--- config.mk ---
export PLATFORM = sky130hd
export DESIGN_NAME = dual_header_frame_receiver
export DESIGN_NICKNAME = d
export VERILOG_FILES = /design/src/rtl/dhfr_pkg.sv /design/src/rtl/dhfr_front.sv /design/src/rtl/dhfr_queue.sv /design/src/rtl/dhfr_back.sv /design/src/rtl/dual_header_frame_receiver.sv
export SDC_FILE = /design/constraint.sdc
export NUM_CORES = 1
export LEC_CHECK = 0
export BUFFER_PORTS_ARGS = -buffer_cell sky130_fd_sc_hd__buf_2
export CAP_MARGIN = 20
export CORE_AREA = 2 2 102 104
export DETAILED_ROUTE_END_ITERATION = 8
export DIE_AREA = 0 0 104 106
export PLACE_DENSITY_LB_ADDON = 0.15
export SLEW_MARGIN = 30
export SYNTH_ARGS = -nofsm -noshare
export SYNTH_HDL_FRONTEND = slang
export SYNTH_SLANG_ARGS = --single-unit
--- constraint.sdc ---
create_clock -name clk_i -period 6 [get_ports clk_i]
set_input_delay 1.2 -clock clk_i [delete_from_list [all_inputs] [get_ports clk_i]]
set_output_delay 1.2 -clock clk_i [all_outputs]
set_load 0.02 [all_outputs]
--- src/rtl/dhfr_pkg.sv ---
// Package for the dual-header frame receiver: header codes, hunt phases and the
// queue entry passed from the front part to the back part. No dependencies.
package dhfr_pkg;

  localparam logic [7:0] HdrAaByte0 = 8'hAA;
  localparam logic [7:0] HdrAaByte1 = 8'h55;
  localparam logic [7:0] HdrCcByte0 = 8'hCC;
  localparam logic [7:0] HdrCcByte1 = 8'h66;
  localparam logic [7:0] MinLength  = 8'd5;
  localparam logic [7:0] BadLength  = 8'd255;
  localparam logic [7:0] StartPos   = 8'd2;
  localparam logic [7:0] FirstBody  = 8'd3;

  // Modulo-256 sums of the two header bytes, seeding the running checksum.
  localparam logic [7:0] HdrAaSum = 8'(HdrAaByte0 + HdrAaByte1);
  localparam logic [7:0] HdrCcSum = 8'(HdrCcByte0 + HdrCcByte1);

  typedef enum logic [2:0] {
    PH_IDLE,
    PH_SAW_AA,
    PH_SAW_CC,
    PH_LENGTH,
    PH_BODY
  } phase_e;

  typedef enum logic {
    KIND_START = 1'b0,
    KIND_BODY  = 1'b1
  } item_kind_e;

  typedef enum logic {
    HDR_AA55 = 1'b0,
    HDR_CC66 = 1'b1
  } hdr_kind_e;

  typedef struct packed {
    item_kind_e kind;
    hdr_kind_e  hdr;
    logic [7:0] data;
    logic [7:0] pos;
    logic       last;
  } entry_t;

endpackage

--- src/rtl/dhfr_front.sv ---
// Front part of the dual-header frame receiver: header hunt, length check and
// byte positions. Depends on dhfr_pkg; feeds dhfr_queue.
module dhfr_front (
  input  logic            clk_i,
  input  logic            rst_ni,
  input  logic            in_valid_i,
  output logic            in_ready_o,
  input  logic [7:0]      in_byte_i,
  input  logic            full_i,
  output logic            push_o,
  output dhfr_pkg::entry_t push_entry_o
);
  import dhfr_pkg::*;

  phase_e     phase_q, phase_d;
  hdr_kind_e  hdr_q, hdr_d;
  logic [7:0] len_q, len_d;
  logic [7:0] cnt_q, cnt_d;
  logic       accept;
  logic       is_last;

  assign in_ready_o = !full_i;
  assign accept     = in_valid_i && !full_i;
  assign is_last    = ({1'b0, cnt_q} + 9'd1) >= {1'b0, len_q};

  always_ff @(posedge clk_i or negedge rst_ni) begin
    if (!rst_ni) begin
      phase_q <= PH_IDLE;
      hdr_q   <= HDR_AA55;
      len_q   <= '0;
      cnt_q   <= '0;
    end else begin
      phase_q <= phase_d;
      hdr_q   <= hdr_d;
      len_q   <= len_d;
      cnt_q   <= cnt_d;
    end
  end

  always_comb begin
    phase_d      = phase_q;
    hdr_d        = hdr_q;
    len_d        = len_q;
    cnt_d        = cnt_q;
    push_o       = 1'b0;
    push_entry_o = '{kind: KIND_BODY, hdr: hdr_q, data: in_byte_i, pos: cnt_q, last: 1'b0};
    if (accept) begin
      unique case (phase_q)
        PH_SAW_AA: begin
          if (in_byte_i == HdrAaByte1) begin
            hdr_d   = HDR_AA55;
            phase_d = PH_LENGTH;
          end else begin
            phase_d = PH_IDLE;
          end
        end
        PH_SAW_CC: begin
          if (in_byte_i == HdrCcByte1) begin
            hdr_d   = HDR_CC66;
            phase_d = PH_LENGTH;
          end else begin
            phase_d = PH_IDLE;
          end
        end
        PH_LENGTH: begin
          if (in_byte_i < MinLength) begin
            phase_d = PH_IDLE;
          end else begin
            len_d             = in_byte_i;
            cnt_d             = FirstBody;
            phase_d           = PH_BODY;
            push_o            = 1'b1;
            push_entry_o.kind = KIND_START;
            push_entry_o.pos  = StartPos;
          end
        end
        PH_BODY: begin
          push_o = 1'b1;
          if (is_last) begin
            push_entry_o.last = 1'b1;
            phase_d           = PH_IDLE;
          end else begin
            cnt_d = cnt_q + 8'd1;
          end
        end
        default: begin
          if (in_byte_i == HdrAaByte0) begin
            phase_d = PH_SAW_AA;
          end else if (in_byte_i == HdrCcByte0) begin
            phase_d = PH_SAW_CC;
          end else begin
            phase_d = PH_IDLE;
          end
        end
      endcase
    end
  end

endmodule

--- src/rtl/dhfr_queue.sv ---
// Two-entry queue between the front and back parts of the frame receiver.
// Depends on dhfr_pkg for the entry type.
module dhfr_queue (
  input  logic             clk_i,
  input  logic             rst_ni,
  input  logic             push_i,
  input  dhfr_pkg::entry_t push_entry_i,
  output logic             full_o,
  input  logic             pop_i,
  output logic             valid_o,
  output dhfr_pkg::entry_t pop_entry_o
);
  import dhfr_pkg::*;

  entry_t     mem_q [2];
  logic       wr_ptr_q, rd_ptr_q;
  logic [1:0] count_q, count_d;
  logic       do_push, do_pop;

  assign full_o      = count_q[1];
  assign valid_o     = count_q != 2'd0;
  assign do_push     = push_i && !full_o;
  assign do_pop      = pop_i && valid_o;
  assign pop_entry_o = mem_q[rd_ptr_q];

  always_comb begin
    count_d = count_q;
    if (do_push && !do_pop) begin
      count_d = count_q + 2'd1;
    end else if (do_pop && !do_push) begin
      count_d = count_q - 2'd1;
    end
  end

  always_ff @(posedge clk_i or negedge rst_ni) begin
    if (!rst_ni) begin
      wr_ptr_q <= 1'b0;
      rd_ptr_q <= 1'b0;
      count_q  <= '0;
    end else begin
      count_q <= count_d;
      if (do_push) begin
        wr_ptr_q <= !wr_ptr_q;
      end
      if (do_pop) begin
        rd_ptr_q <= !rd_ptr_q;
      end
    end
  end

  always_ff @(posedge clk_i) begin
    if (do_push) begin
      mem_q[wr_ptr_q] <= push_entry_i;
    end
  end

endmodule

--- src/rtl/dhfr_back.sv ---
// Back part of the frame receiver: running checksum, end-of-frame verdict and
// the output register. Depends on dhfr_pkg; drains dhfr_queue.
module dhfr_back (
  input  logic             clk_i,
  input  logic             rst_ni,
  input  logic             valid_i,
  input  dhfr_pkg::entry_t entry_i,
  output logic             pop_o,
  output logic             out_valid_o,
  input  logic             out_ready_i,
  output dhfr_pkg::entry_t out_entry_o,
  output logic             out_ok_o
);
  import dhfr_pkg::*;

  logic [7:0] sum_q, sum_d;
  logic       len_bad_q, len_bad_d;
  logic       out_valid_q;
  entry_t     out_entry_q;
  logic       out_ok_q, ok_d;

  assign pop_o       = valid_i && (!out_valid_q || out_ready_i);
  assign out_valid_o = out_valid_q;
  assign out_entry_o = out_entry_q;
  assign out_ok_o    = out_ok_q;

  always_comb begin
    sum_d     = sum_q;
    len_bad_d = len_bad_q;
    ok_d      = 1'b0;
    unique case (entry_i.kind)
      KIND_START: begin
        sum_d     = ((entry_i.hdr == HDR_CC66) ? HdrCcSum : HdrAaSum) + entry_i.data;
        len_bad_d = entry_i.data == BadLength;
      end
      KIND_BODY: begin
        if (entry_i.last) begin
          ok_d = (sum_q == entry_i.data) && !len_bad_q;
        end else begin
          sum_d = sum_q + entry_i.data;
        end
      end
      default: ;
    endcase
  end

  always_ff @(posedge clk_i or negedge rst_ni) begin
    if (!rst_ni) begin
      sum_q       <= '0;
      len_bad_q   <= 1'b0;
      out_valid_q <= 1'b0;
    end else begin
      if (pop_o) begin
        sum_q       <= sum_d;
        len_bad_q   <= len_bad_d;
        out_valid_q <= 1'b1;
      end else if (out_ready_i) begin
        out_valid_q <= 1'b0;
      end
    end
  end

  always_ff @(posedge clk_i) begin
    if (pop_o) begin
      out_entry_q <= entry_i;
      out_ok_q    <= ok_d;
    end
  end

endmodule

--- src/rtl/dual_header_frame_receiver.sv ---
// Top level of the dual-header frame receiver.
// Depends on dhfr_pkg, dhfr_front, dhfr_queue and dhfr_back.
//
// Usage: the slave stream carries one received serial byte per transaction.
// The block hunts for a header of AA 55 or CC 66, then reads a length byte
// that counts the whole frame including header and checksum. A valid length
// (5 or more) yields a frame-start transaction on the master stream with the
// length in the value field and position 2. Every later byte of the frame
// yields a body transaction carrying the byte and its position; the final
// byte is marked with tlast and frame_ok tells whether the 8-bit sum of
// header, length and payload matches it (a length of 255 never passes).
// Header bytes, broken headers and short lengths produce no output.
// An accepted byte goes from the front classifier into the two-entry queue,
// then through the checksum stage into the output register. Throughput is
// one byte per cycle, limited only by the queue: the slave side is ready
// whenever the queue has room, so a stalled master stream fills the queue
// and output register (three results) and then back-pressures the slave side.
// Reset clears the hunt state, the queue and the output valid; the block
// is ready as soon as reset is released.
module dual_header_frame_receiver (
  input  logic        clk_i,
  input  logic        rst_ni,
  input  logic        s_axis_tvalid_i,
  output logic        s_axis_tready_o,
  input  logic [7:0]  s_axis_tdata_i,   // [7:0] rx_byte
  output logic        m_axis_tvalid_o,
  input  logic        m_axis_tready_i,
  output logic [23:0] m_axis_tdata_o,   // [7:0] value, [15:8] position, [16] frame_ok
  output logic [1:0]  m_axis_tuser_o,   // [0] item_kind, [1] header_kind
  output logic        m_axis_tlast_o    // last
);
  import dhfr_pkg::*;

  logic   push, full, pop, q_valid, out_ok;
  entry_t push_entry, pop_entry, out_entry;

  // Classifies each received byte and decides whether it produces a result.
  dhfr_front u_front (
    .clk_i        (clk_i),
    .rst_ni       (rst_ni),
    .in_valid_i   (s_axis_tvalid_i),
    .in_ready_o   (s_axis_tready_o),
    .in_byte_i    (s_axis_tdata_i),
    .full_i       (full),
    .push_o       (push),
    .push_entry_o (push_entry)
  );

  // Decouples the classifier from output back-pressure.
  dhfr_queue u_queue (
    .clk_i        (clk_i),
    .rst_ni       (rst_ni),
    .push_i       (push),
    .push_entry_i (push_entry),
    .full_o       (full),
    .pop_i        (pop),
    .valid_o      (q_valid),
    .pop_entry_o  (pop_entry)
  );

  // Keeps the checksum and holds the result until the master side takes it.
  dhfr_back u_back (
    .clk_i       (clk_i),
    .rst_ni      (rst_ni),
    .valid_i     (q_valid),
    .entry_i     (pop_entry),
    .pop_o       (pop),
    .out_valid_o (m_axis_tvalid_o),
    .out_ready_i (m_axis_tready_i),
    .out_entry_o (out_entry),
    .out_ok_o    (out_ok)
  );

  assign m_axis_tdata_o = {7'd0, out_ok, out_entry.pos, out_entry.data};
  assign m_axis_tuser_o = {out_entry.hdr, out_entry.kind};
  assign m_axis_tlast_o = out_entry.last;

endmodule

# [After elaboration in Yosys (flattened, before gate mapping)]
# Memory sizes are Yosys's and may differ from the RTL's.
# Cells that the tools add are included.
[totals] register_bits=54 latch_bits=0 mem_bits_rw=38 rom_bits=0 input_bits=12 output_inout_bits=29 elab_cells=103 memories=1
[classes] addsub=6 mul=0 n_div=0 order_cmp=2 eq_ne=16 shifts=0 muxes=33 bitwise_logic=2 n_reduce_logical=27
[mem_list] name="u_queue.mem_q" words=2 width=19 read_ports=1 rd_clocked_by_memory_dff=0 wr=1 line_no="dhfr_queue.sv:15" text="entry_t mem_q [2];"
[ops] cell="$mux 8" count=6
[ops] cell="$pmux 8 s2" count=2
[ops] cell="$eq 8x8->1 const B" count=3
[ops] cell="$add 8x8->8" count=2
[ops] cell="$eq 8x7->1 const B" count=2
[ops] cell="$mux 1" count=13
[ops] cell="$pmux 3 s4" count=1
[ops] cell="$mux 2" count=5
[ops] cell="$reduce_bool 2->1" count=5
[ops] cell="$add 8x1->9 const B" count=1
[ops] cell="$ge 9x8->1" count=1
[ops] cell="$mux 3" count=3
[ops] cell="$mux 9" count=1
[ops] cell="$add 8x1->8 const B" count=1
[ops] cell="$eq 8x8->1" count=1
[ops] cell="$lt 8x3->1 const B" count=1
[ops] cell="$reduce_and 2->1" count=4
[ops] cell="$reduce_and 4->1" count=2
[ops] cell="$logic_and 1x1->1" count=7
[ops] cell="$logic_not 1->1" count=7
[ops] cell="$eq 3x2->1 const B" count=2
[ops] cell="$ne 2x1->1 const B" count=3
[ops] cell="$ne 2x2->1 const B" count=3
[ops] cell="$pmux 1 s2" count=2
[ops] cell="other kinds (7)" count=8

# [Logic depth before layout (Yosys ltp)]
# Gate-level depths: netlist of the first run.
[depth] ltp_word=9 ltp_mapped=13

# [Hierarchy]
# A second synthesis of the first run with hierarchy kept.
[hier_totals] hier_cells=346 hier_area_um2=4591.9
[modules_own_cells] mod="dhfr_queue" n_inst=1 cells_per_inst=76 area_per_inst_um2=1574.0 seq_area_each_um2=1241.2
[modules_own_cells] mod="dhfr_back" n_inst=1 cells_per_inst=119 area_per_inst_um2=1492.7 seq_area_each_um2=850.8
[modules_own_cells] mod="dhfr_front" n_inst=1 cells_per_inst=142 area_per_inst_um2=1461.4 seq_area_each_um2=500.5
[modules_own_cells] mod="dual_header_frame_receiver" n_inst=1 cells_per_inst=9 area_per_inst_um2=63.8 seq_area_each_um2=0.0

# [Worst setup path before layout of the first run]
# No wires, ideal clock.
[synth_timing] path_type="reg2reg" start="register u_front.cnt_q[0]" end="register u_front.cnt_q[1]" setup_ns=0.125 arrival_ns=2.899 t_required_ns=5.875 slack_ns=2.976 stages_incl_launch_ff=13 path_buffers=1 path_cell_list="dfrtp_1 -> ha_1 -> nand3_1 -> nor3_1 -> nor2_1 -> or2_2 -> ha_1 -> o211a_1 -> a221oi_2 -> o21ai_2 -> a2111oi_4 -> buf_6 -> mux2_2"
[synth_between] elab_chain_cells=4 word_cells_on_any_way=7 classes_between="2 x add/sub; 1 x order compare; 1 x eq/ne; 2 x mux; 1 x reduce/logical"
[synth_rtl] element="start: declaration" line_no="dhfr_front.sv:18" text="logic [7:0] cnt_q, cnt_d;"
[synth_rtl] element="start signal: assignment" line_no="dhfr_front.sv:36" text="cnt_q <= cnt_d;"
[synth_rtl] element="$add 8x1->9" line_no="dhfr_front.sv:24" text="assign is_last = ({1'b0, cnt_q} + 9'd1) >= {1'b0, len_q};"
[synth_rtl] element="$ge 9x8->1" line_no="dhfr_front.sv:24"
[synth_rtl] element="$ne 2x2->1 (no line)"
[synth_rtl] element="$reduce_and 4->1 (no line)"
# Parallel ways exist; a longest one is shown, timed or not. The select of a mux whose other input is x is not followed.
# A chain may end at the register's enable or synchronous reset.

# [Worst setup path in the final report of the first run]
[layout_timing] start="register u_queue.rd_ptr_q" end="register u_back.sum_q[7]"
[layout_between] elab_chain_cells=4 word_cells_on_any_way=9 classes_between="2 x add/sub; 1 x eq/ne; 3 x mux; 1 x bitwise; 1 x reduce/logical; 1 x memory"
[layout_rtl] element="start: declaration" line_no="dhfr_queue.sv:16" text="logic wr_ptr_q, rd_ptr_q;"
[layout_rtl] element="start signal: assignment" line_no="dhfr_queue.sv:46" text="rd_ptr_q <= !rd_ptr_q;"
[layout_rtl] element="$mem_v2 2x19 *"
[layout_rtl] element="$add 8x8->8 / $mux 8 (equally long branches)" line_no="dhfr_back.sv:40, dhfr_back.sv:33"
[layout_rtl] element="$mux 8 / $add 8x8->8 (equally long branches)" line_no="dhfr_back.sv:37, dhfr_back.sv:33"
[layout_rtl] element="$pmux 8 s2" line_no="dhfr_back.sv:31" text="unique case (entry_i.kind)"
[layout_rtl] element="end signal: assignment" line_no="dhfr_back.sv:54" text="sum_q <= sum_d;"
[layout_rtl] element="end: declaration" line_no="dhfr_back.sv:16" text="logic [7:0] sum_q, sum_d;"
# Every way passes the cells marked *; elsewhere a longest branch is shown, timed or not. The select of a mux whose other input is x is not followed.

==> impl_metrics.yaml, run 1 <==
timing:
  timing.final.crit_share_pct: 59.6
  min_period_ns: 3.57
  fin_setup_tns_ns: 0
  fmax_ghz: 0.280
  slew_headroom_pct: 40.1
  finalClockSkew_ns: 0.00759
  tightest_slew_ns: 0.897
  worst_slack_ns: 2.43
  rsz0062_at_grt: "no"
  slew_viol_final: 0
  setup-violations-final: 0
  final_hold_viol_count: 0
detailed_routing:
  drt_pass1_iterations: 4
  wirelength_um: 8210
  dr_total_vias: 2701
  drc: 0
  antenna_left: 0
  drt-initial-drc-count: 122
  routedWlPerCell_um: 15.4
  vias_per_cell: 5.08
worst_setup_path:
  critPathMaxFanout: 20
  rr_endpoint: "u_back.sum_q[7]"
  arrival_ns: 3.85
  reg2reg_from: "u_queue.rd_ptr_q"
  cp_slowest_stage_delay_ns: 0.94
  startpoint: "u_queue.rd_ptr_q"
  start_kind: "register"
  slowest_stage: "dfrtp_1"
  crit_path_end: "u_back.sum_q[7]"
  critPathCaptureType: "register"
  path_class: "register to register"
  r2r.worst_path.cells: 11
  regToRegSetupSlack_ns: 2.43
  cp_cell_sequence: "mux2i_1 > inv_1 > or2_2 > nand2_1 > ha_1 > o21ai_0 > nor2_1 > o22ai_1 > or4_1 > and4b_1 > a311oi_1"
  cp.required_ns: 6.28
layout:
  fillers: 936
  drive_gt1_share_pct: 21.2
  nNetsFinal: 421
  regArea_mm2: 0.00259
  final_area_mm2: 0.00486
  multi_input_area_mm2: 0.00163
  syn_to_final_growth_pct: 10.8
  diodes: 0
cts:
  cts_max_level: 3
  cts_hold_buf: 0
  cts.sinks: 92
  ctsResizeCount: 0
  cts_tree: "yes"
  post_cts.repair.setup_buffers: 0
  cts.path.max_buffers: 2
  clock_latency_ns: 0.36
  cts-root-buf: "clkbuf_8"
  path_clk_slew_ns: 0.10
  cts_buffers: 9
power_and_ir_drop:
  ir_drop_mv: 0.204
  finalPower_mw: 2.42
  power_leakage_nw: 2.03
  powerDensity_mw_per_mm2: 498
synthesis:
  synthFlopType: "edfxtp_1"
  synth.area.top_cells: "edfxtp_1 (40%), dfrtp_1 (19%), mux2_2 (5.4%), ha_1 (4.9%), nand2_1 (3.1%)"
  synth-seq-area-share_pct: 59.2
  yosysMostFrequentCell: "edfxtp_1"
  ys_types: 46
  yosys_warnings: 0
  synth.avg_cell_area_um2: 12.3
  yosys-top-cells-count: "edfxtp_1 (58), nand2_1 (36), dfrtp_1 (34), o21ai_0 (27), mux2_2 (21)"
  synth_edf_count: 58
  async_flop_share_pct: 37.0
  ys_ff_latch: 92
  netlist.area_leader.share_pct: 39.7
  synth_cells: 356
  syn_area_mm2: 0.00438
  synth.largest_area_cell: "edfxtp_1"
place:
  post-dp-hpwl_um: 5690
  place_area_mm2: 0.00464
  dp_slack_ns: 2.42
  place_congestion: 0.846
  io_buffers: 33
grt:
  grt_pass1_wl_um: 13800
  grt_max_degree: 35
  antenna_found_initial: 0
  first_global_vias: 2689
  overflow: 0
  grtUsageTotal_pct: 16.2
worst_hold_path:
  hold_class: "register to register"
  min_from: "u_queue.wr_ptr_q"
floorplanning:
  die_w_um: 104
  io_pins: 41
  start_util_pct: 43.8
  coreArea_mm2: 0.0100
  rows: 37
  fp.dieH_um: 106
  die-area_mm2: 0.0110
status:
  outcome: "finished, final reports clean"
run:
  maxCapViolCount: 0
[layout by cell type (no fill, tap or decap), drive strengths merged, types with 2 or more instances in the layout]
cell type  Yosys  routed
edfxtp        58      58
nand2         36      36
dfrtp         34      34
buf           13      34
o21ai         28      28
inv           20      23
mux2          21      21
nor2          18      18
ha            17      17
xor2          12      12
xnor2         11      11
nor3           9       9
clkbuf         3       9
conb           1       7
a21oi          7       7
mux2i          6       6
and2           6       6
or2            5       5
nand2b         5       5
nand3          5       5
nand4          5       5
a31oi          4       4
a21o           4       4
clkinv         1       4
and3           3       3
nor4           3       3
or4            3       3
nor2b          2       2
a31o           2       2
a211oi         2       2
[registers in the layout (all words and copies together), names as in the netlist]
register and cells:
u_back.out_entry_o 19, u_front.cnt_q 8, u_queue.count_q 2, u_back.len_bad_q 1, u_queue.wr_ptr_q 1, u_front.len_q 8
u_front.phase_q 3, u_front.hdr_q 1, u_queue.mem_q 38, u_back.out_ok_o 1, u_back.out_valid_o 1, u_back.sum_q 8
u_queue.rd_ptr_q 1
[power by group]
group / leakage [nW] / internal (mW) / total, mW / switching (mW)
sequential: 0.946 / 0.903 / 1.01 / 0.109
clock: 0.109 / 0.201 / 0.442 / 0.241
combinational: 0.979 / 0.404 / 0.965 / 0.561
total: 2.03 / 1.51 / 2.42 / 0.912
[cell type report]
class	count	area share, %
inverters	21	1.65
well taps	136	3.50
clock inverters	7	1.75
flip-flops and latches	92	53.4
repair buffers	34	3.61
multi-input cells	233	33.5
clock buffers	9	2.55
[per-layer routing]
metal	up-vias	wire length, µm	GRT usage [%]
met5	-	0	0
met4	0	62	5.89
met3	5	273	3.49
met2	50	3810	24.9
met1	1318	4070	22.9
li1	1328	-	-
[cells by family (layout without fill, tap and decap cells)]
family                     after synthesis  in the layout  synth area share [%]
muxes                                   27             27                  6.77
AOI/OAI and AO/OA                       55             55                  8.42
and+or+nand+nor                        103            103                  11.5
DFF                                     92             92                  59.2
other                                    1              7                0.0856
adders and majority gates               18             18                  5.31
buffers and inverters                   37             71                  4.17
xor gates and xnor gates                23             23                  4.60
[critical path: cells and delay by family, from the launching register on]
family | cells | cell delay (ns)
muxes | 1 | 0.36
adders and majority gates | 1 | 0.20
AOI/OAI and AO/OA | 3 | 0.46
buffers and inverters | 1 | 0.24
DFF | 1 | 0.94
and+or+nand+nor | 5 | 1.27
[per-stage QoR]
stage / utilization [%] / instances / hold slack (ns)
2_1_floorplan: - / 362 / 0.449
6_report: 48.6 / 532 / 0.496
4_1_cts: 48.5 / 532 / 0.494
3_5_place_dp: 46.4 / 516 / 0.475
5_1_grt: 48.6 / 532 / 0.521
3_3_place_gp: 46.4 / 516 / 0.471
[how the worst min path moves through the flow]
stage                  endpoint  slack (ns)  cells past startpoint
2_1_floorplan  u_back.len_bad_q        0.45                      2
3_3_place_gp   u_queue.wr_ptr_q        0.47                      1
3_5_place_dp   u_back.len_bad_q        0.48                      2
4_1_cts        u_queue.wr_ptr_q        0.49                      1
5_1_grt        u_back.len_bad_q        0.52                      2
6_report       u_queue.wr_ptr_q        0.50                      1
(Power assumes the default switching activity.)
==> inputs of run 2 (changes only) <==
Clock period 6 ns to 3.3 ns, I/O delays scaled along.
==> run 2 against run 1 <==
Die area stayed put. First-iteration DRC count is 26% higher. Setup slack worse by 2.2 ns. Flip-flop and latch count stayed put. Hold slack worse by 0.26 ns. Via count is 1.5% higher. Critical path depth is 1 higher. Count of clock-buffer cells in the layout is 1 higher. Critical endpoint is now u_front.cnt_q[3].
==> impl_metrics.yaml, run 2 (same netlist as run 1, synthesis figures left out) <==
status:
  outcome: "finished, final reports clean"
worst_setup_path:
  r2r.worst_path.cells: 12
  arrival_ns: 3.33
  critPathMaxFanout: 5
  critPathCaptureType: "register"
  path_class: "register to register"
  cp.required_ns: 3.55
  start_kind: "register"
grt:
  overflow: 0
  antenna_found_initial: 0
  first_global_vias: 2652
  grtUsageTotal_pct: 15.7
  grt_max_degree: 35
  grt_pass1_wl_um: 13300
floorplanning:
  die-area_mm2: 0.0110
  die_w_um: 104
  coreArea_mm2: 0.0100
  io_pins: 41
  start_util_pct: 43.8
  rows: 37
  fp.dieH_um: 106
timing:
  fin_setup_tns_ns: 0
  timing.final.crit_share_pct: 93.2
  slew_viol_final: 0
  rsz0062_at_grt: "no"
  min_period_ns: 3.08
  final_hold_viol_count: 0
  fmax_ghz: 0.325
  setup-violations-final: 0
  finalClockSkew_ns: 0.0115
power_and_ir_drop:
  power_leakage_nw: 2.07
  powerDensity_mw_per_mm2: 906
  ir_drop_mv: 0.286
detailed_routing:
  drt_pass1_iterations: 6
  vias_per_cell: 5.07
  routedWlPerCell_um: 15.0
  drt-initial-drc-count: 154
  drc: 0
  wirelength_um: 8100
  antenna_left: 0
  dr_total_vias: 2741
cts:
  cts.path.max_buffers: 2
  cts_max_level: 3
  cts_buffers: 9
  cts-root-buf: "clkbuf_8"
  cts_tree: "yes"
  cts.sinks: 92
  path_clk_slew_ns: 0.10
  cts_hold_buf: 0
  clock_latency_ns: 0.36
layout:
  fin_util_pct: 49.3
  regArea_mm2: 0.00259
  fillers: 913
  diodes: 0
  largest_register: "u_queue.mem_q"
  nNetsFinal: 430
  syn_to_final_growth_pct: 12.6
  final_common_cell: "edfxtp_1"
  multi_input_area_mm2: 0.00164
  layout_common_cells: "edfxtp_1 (58), nand2_1 (36), dfrtp_1 (34)"
  drive_gt1_share_pct: 23.5
  largest_register_ffs: 38
run:
  maxCapViolCount: 0
worst_hold_path:
  hold_class: "input port to asynchronous set/reset pin"
place:
  io_buffers: 33
  place_congestion: 0.840
  post-dp-hpwl_um: 5670
run 2: cell types whose count changed in the layout (fill, tap and decap cells not counted):
cell / previous run / this run
ha_2: 0 / 1
nor3_1: 9 / 8
buf_6: 0 / 1
inv_8: 1 / 2
nor3_2: 0 / 1
ha_1: 17 / 16
clkbuf_1: 0 / 1
buf_4: 2 / 9
nand3_2: 0 / 1
nand3_1: 5 / 4
clkinv_8: 1 / 0
clkinvlp_4: 0 / 1
clkinv_2: 3 / 1
buf_2: 32 / 33
run 2: per-stage QoR:
step / instance area, µm² / std cells / power (mW) / worst slack [ns] / hold slack, ns
2_1_floorplan: 4400 / 362 / 3.21 / 0.276 / 0.364
3_3_place_gp: 4700 / 523 / 3.65 / 0.200 / 0.469
3_5_place_dp: 4700 / 523 / 3.69 / 0.113 / 0.471
4_1_cts: 4900 / 539 / 4.49 / 0.0454 / 0.423
5_1_grt: 4930 / 541 / 4.78 / 0.0219 / 0.285
6_report: 4930 / 541 / 4.47 / 0.224 / 0.240
run 2: repair_timing:
action                                 in CTS  in global routing
endpoints found under the hold margin       0                  0
resized for setup                           0                  4
setup endpoints to repair                   0                  7
buffers inserted                            0                  1
run 2: critical path, stage by stage, from the launching register on:
cell	delay, ns
dfrtp_1	0.37
ha_2	0.22
nand3_2	0.12
nor3_2	0.22
nor2_1	0.07
or2_2	0.30
ha_1	0.30
o211a_1	0.16
a221oi_2	0.24
o21ai_2	0.11
a2111oi_4	0.34
buf_6	0.18
mux2_2	0.33
run 2: final timing paths:
| path | endpoint | from | slack (ns) |
|---|---|---|---|
| setup reg to reg | u_front.cnt_q[3] | u_front.cnt_q[1] | 0.22 |
| setup / recovery | u_front.cnt_q[3] | u_front.cnt_q[1] | 0.22 |
| hold reg to reg | u_front.len_q[0] | u_front.len_q[0] | 0.49 |
| hold / removal | u_back.sum_q[7] | rst_ni | 0.24 |
| min in group clk_i | u_back.out_valid_o | m_axis_tready_i | 0.49 |
| max in group asynchronous | u_front.cnt_q[3] | rst_ni | 2.72 |
run 2: per-layer routing:
metal,GRT usage (%),wire length [µm]
met1,22.2,4050
met2,24.2,3680
met3,2.27,241
met4,6.95,133
met5,0,0
run 2: layout make-up:
cell class,instances,area share [%]
clock inverter,6,1.57
tap,136,3.45
inverter,21,1.62
multi-input combinational,233,33.3
sequential,92,52.5
clock buffer,10,2.59
timing repair buffer,43,4.95
run 2: where the power goes:
part           internal, mW  switching [mW]
Combinational         0.789            1.08
Sequential             1.64           0.154
Clock                 0.367           0.438
==> inputs of run 3 (changes only) <==
Settings changed: CORE_AREA 2 2 102 104 to 2 2 90 92, DIE_AREA 0 0 104 106 to 0 0 92 94.
==> run 3 against run 2 <==
Design area shrank 0.30%. Non-clock buffer count grew 3. Critical path depth is the same. Total power shrank 0.90%. Register-to-register slack lost 0.03 ns. Setup slack lost 0.028 ns. Routed wire length shrank 0.65%.
==> impl_metrics.yaml, run 3 (same netlist as run 1, synthesis figures left out) <==
status:
  outcome: "finished, final reports clean"
place:
  place_inst: 490
  place_congestion: 0.904
  place_area_mm2: 0.00466
  dp_slack_ns: 0.135
  io_buffers: 33
  post-dp-hpwl_um: 5600
worst_setup_path:
  path_class: "register to register"
  regToRegSetupSlack_ns: 0.20
  reg2reg_from: "u_front.cnt_q[0]"
  start_kind: "register"
  r2r.worst_path.cells: 12
  critPathCaptureType: "register"
  rr_endpoint: "u_front.cnt_q[1]"
  critPathMaxFanout: 5
  arrival_ns: 3.36
  cp.required_ns: 3.55
layout:
  drive_gt1_share_pct: 24.0
  final_cells: 510
  fin_util_pct: 64.7
  multi_input_area_mm2: 0.00164
  layout_common_cells: "edfxtp_1 (58), nand2_1 (36), buf_2 (34), dfrtp_1 (34), o21ai_0 (27)"
  largest_register: "u_queue.mem_q"
  nNetsFinal: 433
  largest_register_ffs: 38
  diodes: 0
  regArea_mm2: 0.00259
  fillers: 604
  final_common_cell: "edfxtp_1"
  syn_to_final_growth_pct: 12.3
  final_area_mm2: 0.00492
detailed_routing:
  routedWlPerCell_um: 15.8
  dr_total_vias: 2747
  drt_pass1_iterations: 4
  drt-initial-drc-count: 131
  vias_per_cell: 5.39
  wirelength_um: 8050
  antenna_left: 0
  drc: 0
timing:
  timing.final.crit_share_pct: 94.1
  fmax_ghz: 0.322
  min_period_ns: 3.10
  setup-violations-final: 0
  rsz0062_at_grt: "no"
  fin_setup_tns_ns: 0
  holdWs_ns: 0.174
  final_hold_viol_count: 0
  finalClockSkew_ns: 0.0129
  worst_slack_ns: 0.196
  slew_viol_final: 0
run:
  maxCapViolCount: 0
floorplanning:
  rows: 32
  io_pins: 41
  coreArea_mm2: 0.00761
  die_w_um: 92
  die-area_mm2: 0.00865
  fp.dieH_um: 94
  start_util_pct: 57.6
power_and_ir_drop:
  ir_drop_mv: 0.343
  powerDensity_mw_per_mm2: 901
  finalPower_mw: 4.43
  swShare_pct: 38.1
  comb_power_share_pct: 42.5
  pwr-share-seq_pct: 40.5
  power_leakage_nw: 2.09
  clock_power_share_pct: 17.0
  power.internal_mw: 2.74
  p_sw_mw: 1.69
cts:
  cts.sinks: 92
  cts_buffers: 9
  cts_tree: "yes"
  cts_hold_buf: 0
  path_clk_slew_ns: 0.11
  cts.path.max_buffers: 2
  clock_latency_ns: 0.36
  cts_max_level: 3
  cts-root-buf: "clkbuf_8"
grt:
  overflow: 0
  grt_max_degree: 35
  grtUsageTotal_pct: 20.3
  antenna_found_initial: 0
  first_global_vias: 2687
  grt_pass1_wl_um: 13300
worst_hold_path:
  hold_class: "input port to asynchronous set/reset pin"
[run 3: area by class of cell]
class / count / area share, %
clock buffers: 9 / 2.52
clock inverters: 7 / 1.65
inverters: 21 / 1.63
multi-input cells: 233 / 33.3
flip-flops and latches: 92 / 52.7
well taps: 102 / 2.59
repair buffers: 46 / 5.62
[run 3: metal layers]
| metal | share of wire, % | up-vias | GRT usage (%) |
|---|---|---|---|
| met5 | 0 | - | 0 |
| met4 | 1.0 | 0 | 8.58 |
| met3 | 4.6 | 5 | 2.89 |
| met2 | 49 | 60 | 33.6 |
| met1 | 46 | 1329 | 27.0 |
| li1 | - | 1353 | - |
[run 3: what timing repair did]
| item | CTS | global route |
|---|---|---|
| buffers inserted | 0 | 2 |
| setup endpoints to repair | 0 | 7 |
| gates resized for setup | 0 | 3 |
[run 3: worst max path at each step]
stage | from | end | depth (start not counted)
finish | u_front.cnt_q[0] | u_front.cnt_q[1] | 12
global route | u_front.cnt_q[1] | u_front.cnt_q[7] | 12
CTS | u_front.cnt_q[1] | u_front.cnt_q[1] | 12
detailed placement | u_front.cnt_q[1] | u_front.cnt_q[1] | 12
global placement | u_front.cnt_q[1] | u_front.cnt_q[3] | 12
floorplan | u_front.cnt_q[0] | u_front.cnt_q[1] | 12
[run 3: critical path, stage by stage (launching register included)]
cell and delay (ns):
dfrtp_1 0.40, buf_4 0.15, and3_1 0.21, nand3_1 0.13, nor2_1 0.06, or2_2 0.28
ha_1 0.30, o211a_1 0.25, a221oi_2 0.23, o21ai_2 0.12, a2111oi_4 0.37, buf_6 0.18
mux2_2 0.32
[run 3: power groups by stage]
stage | logic (mW) | registers [mW] | clock network, mW
6_report | 1.88 | 1.79 | 0.753
3_5_place_dp | 1.87 | 1.82 | 0
4_1_cts | 1.88 | 1.79 | 0.770
3_3_place_gp | 1.82 | 1.80 | 0
5_1_grt | 2.10 | 1.83 | 0.814
2_1_floorplan | 1.28 | 1.93 | 0
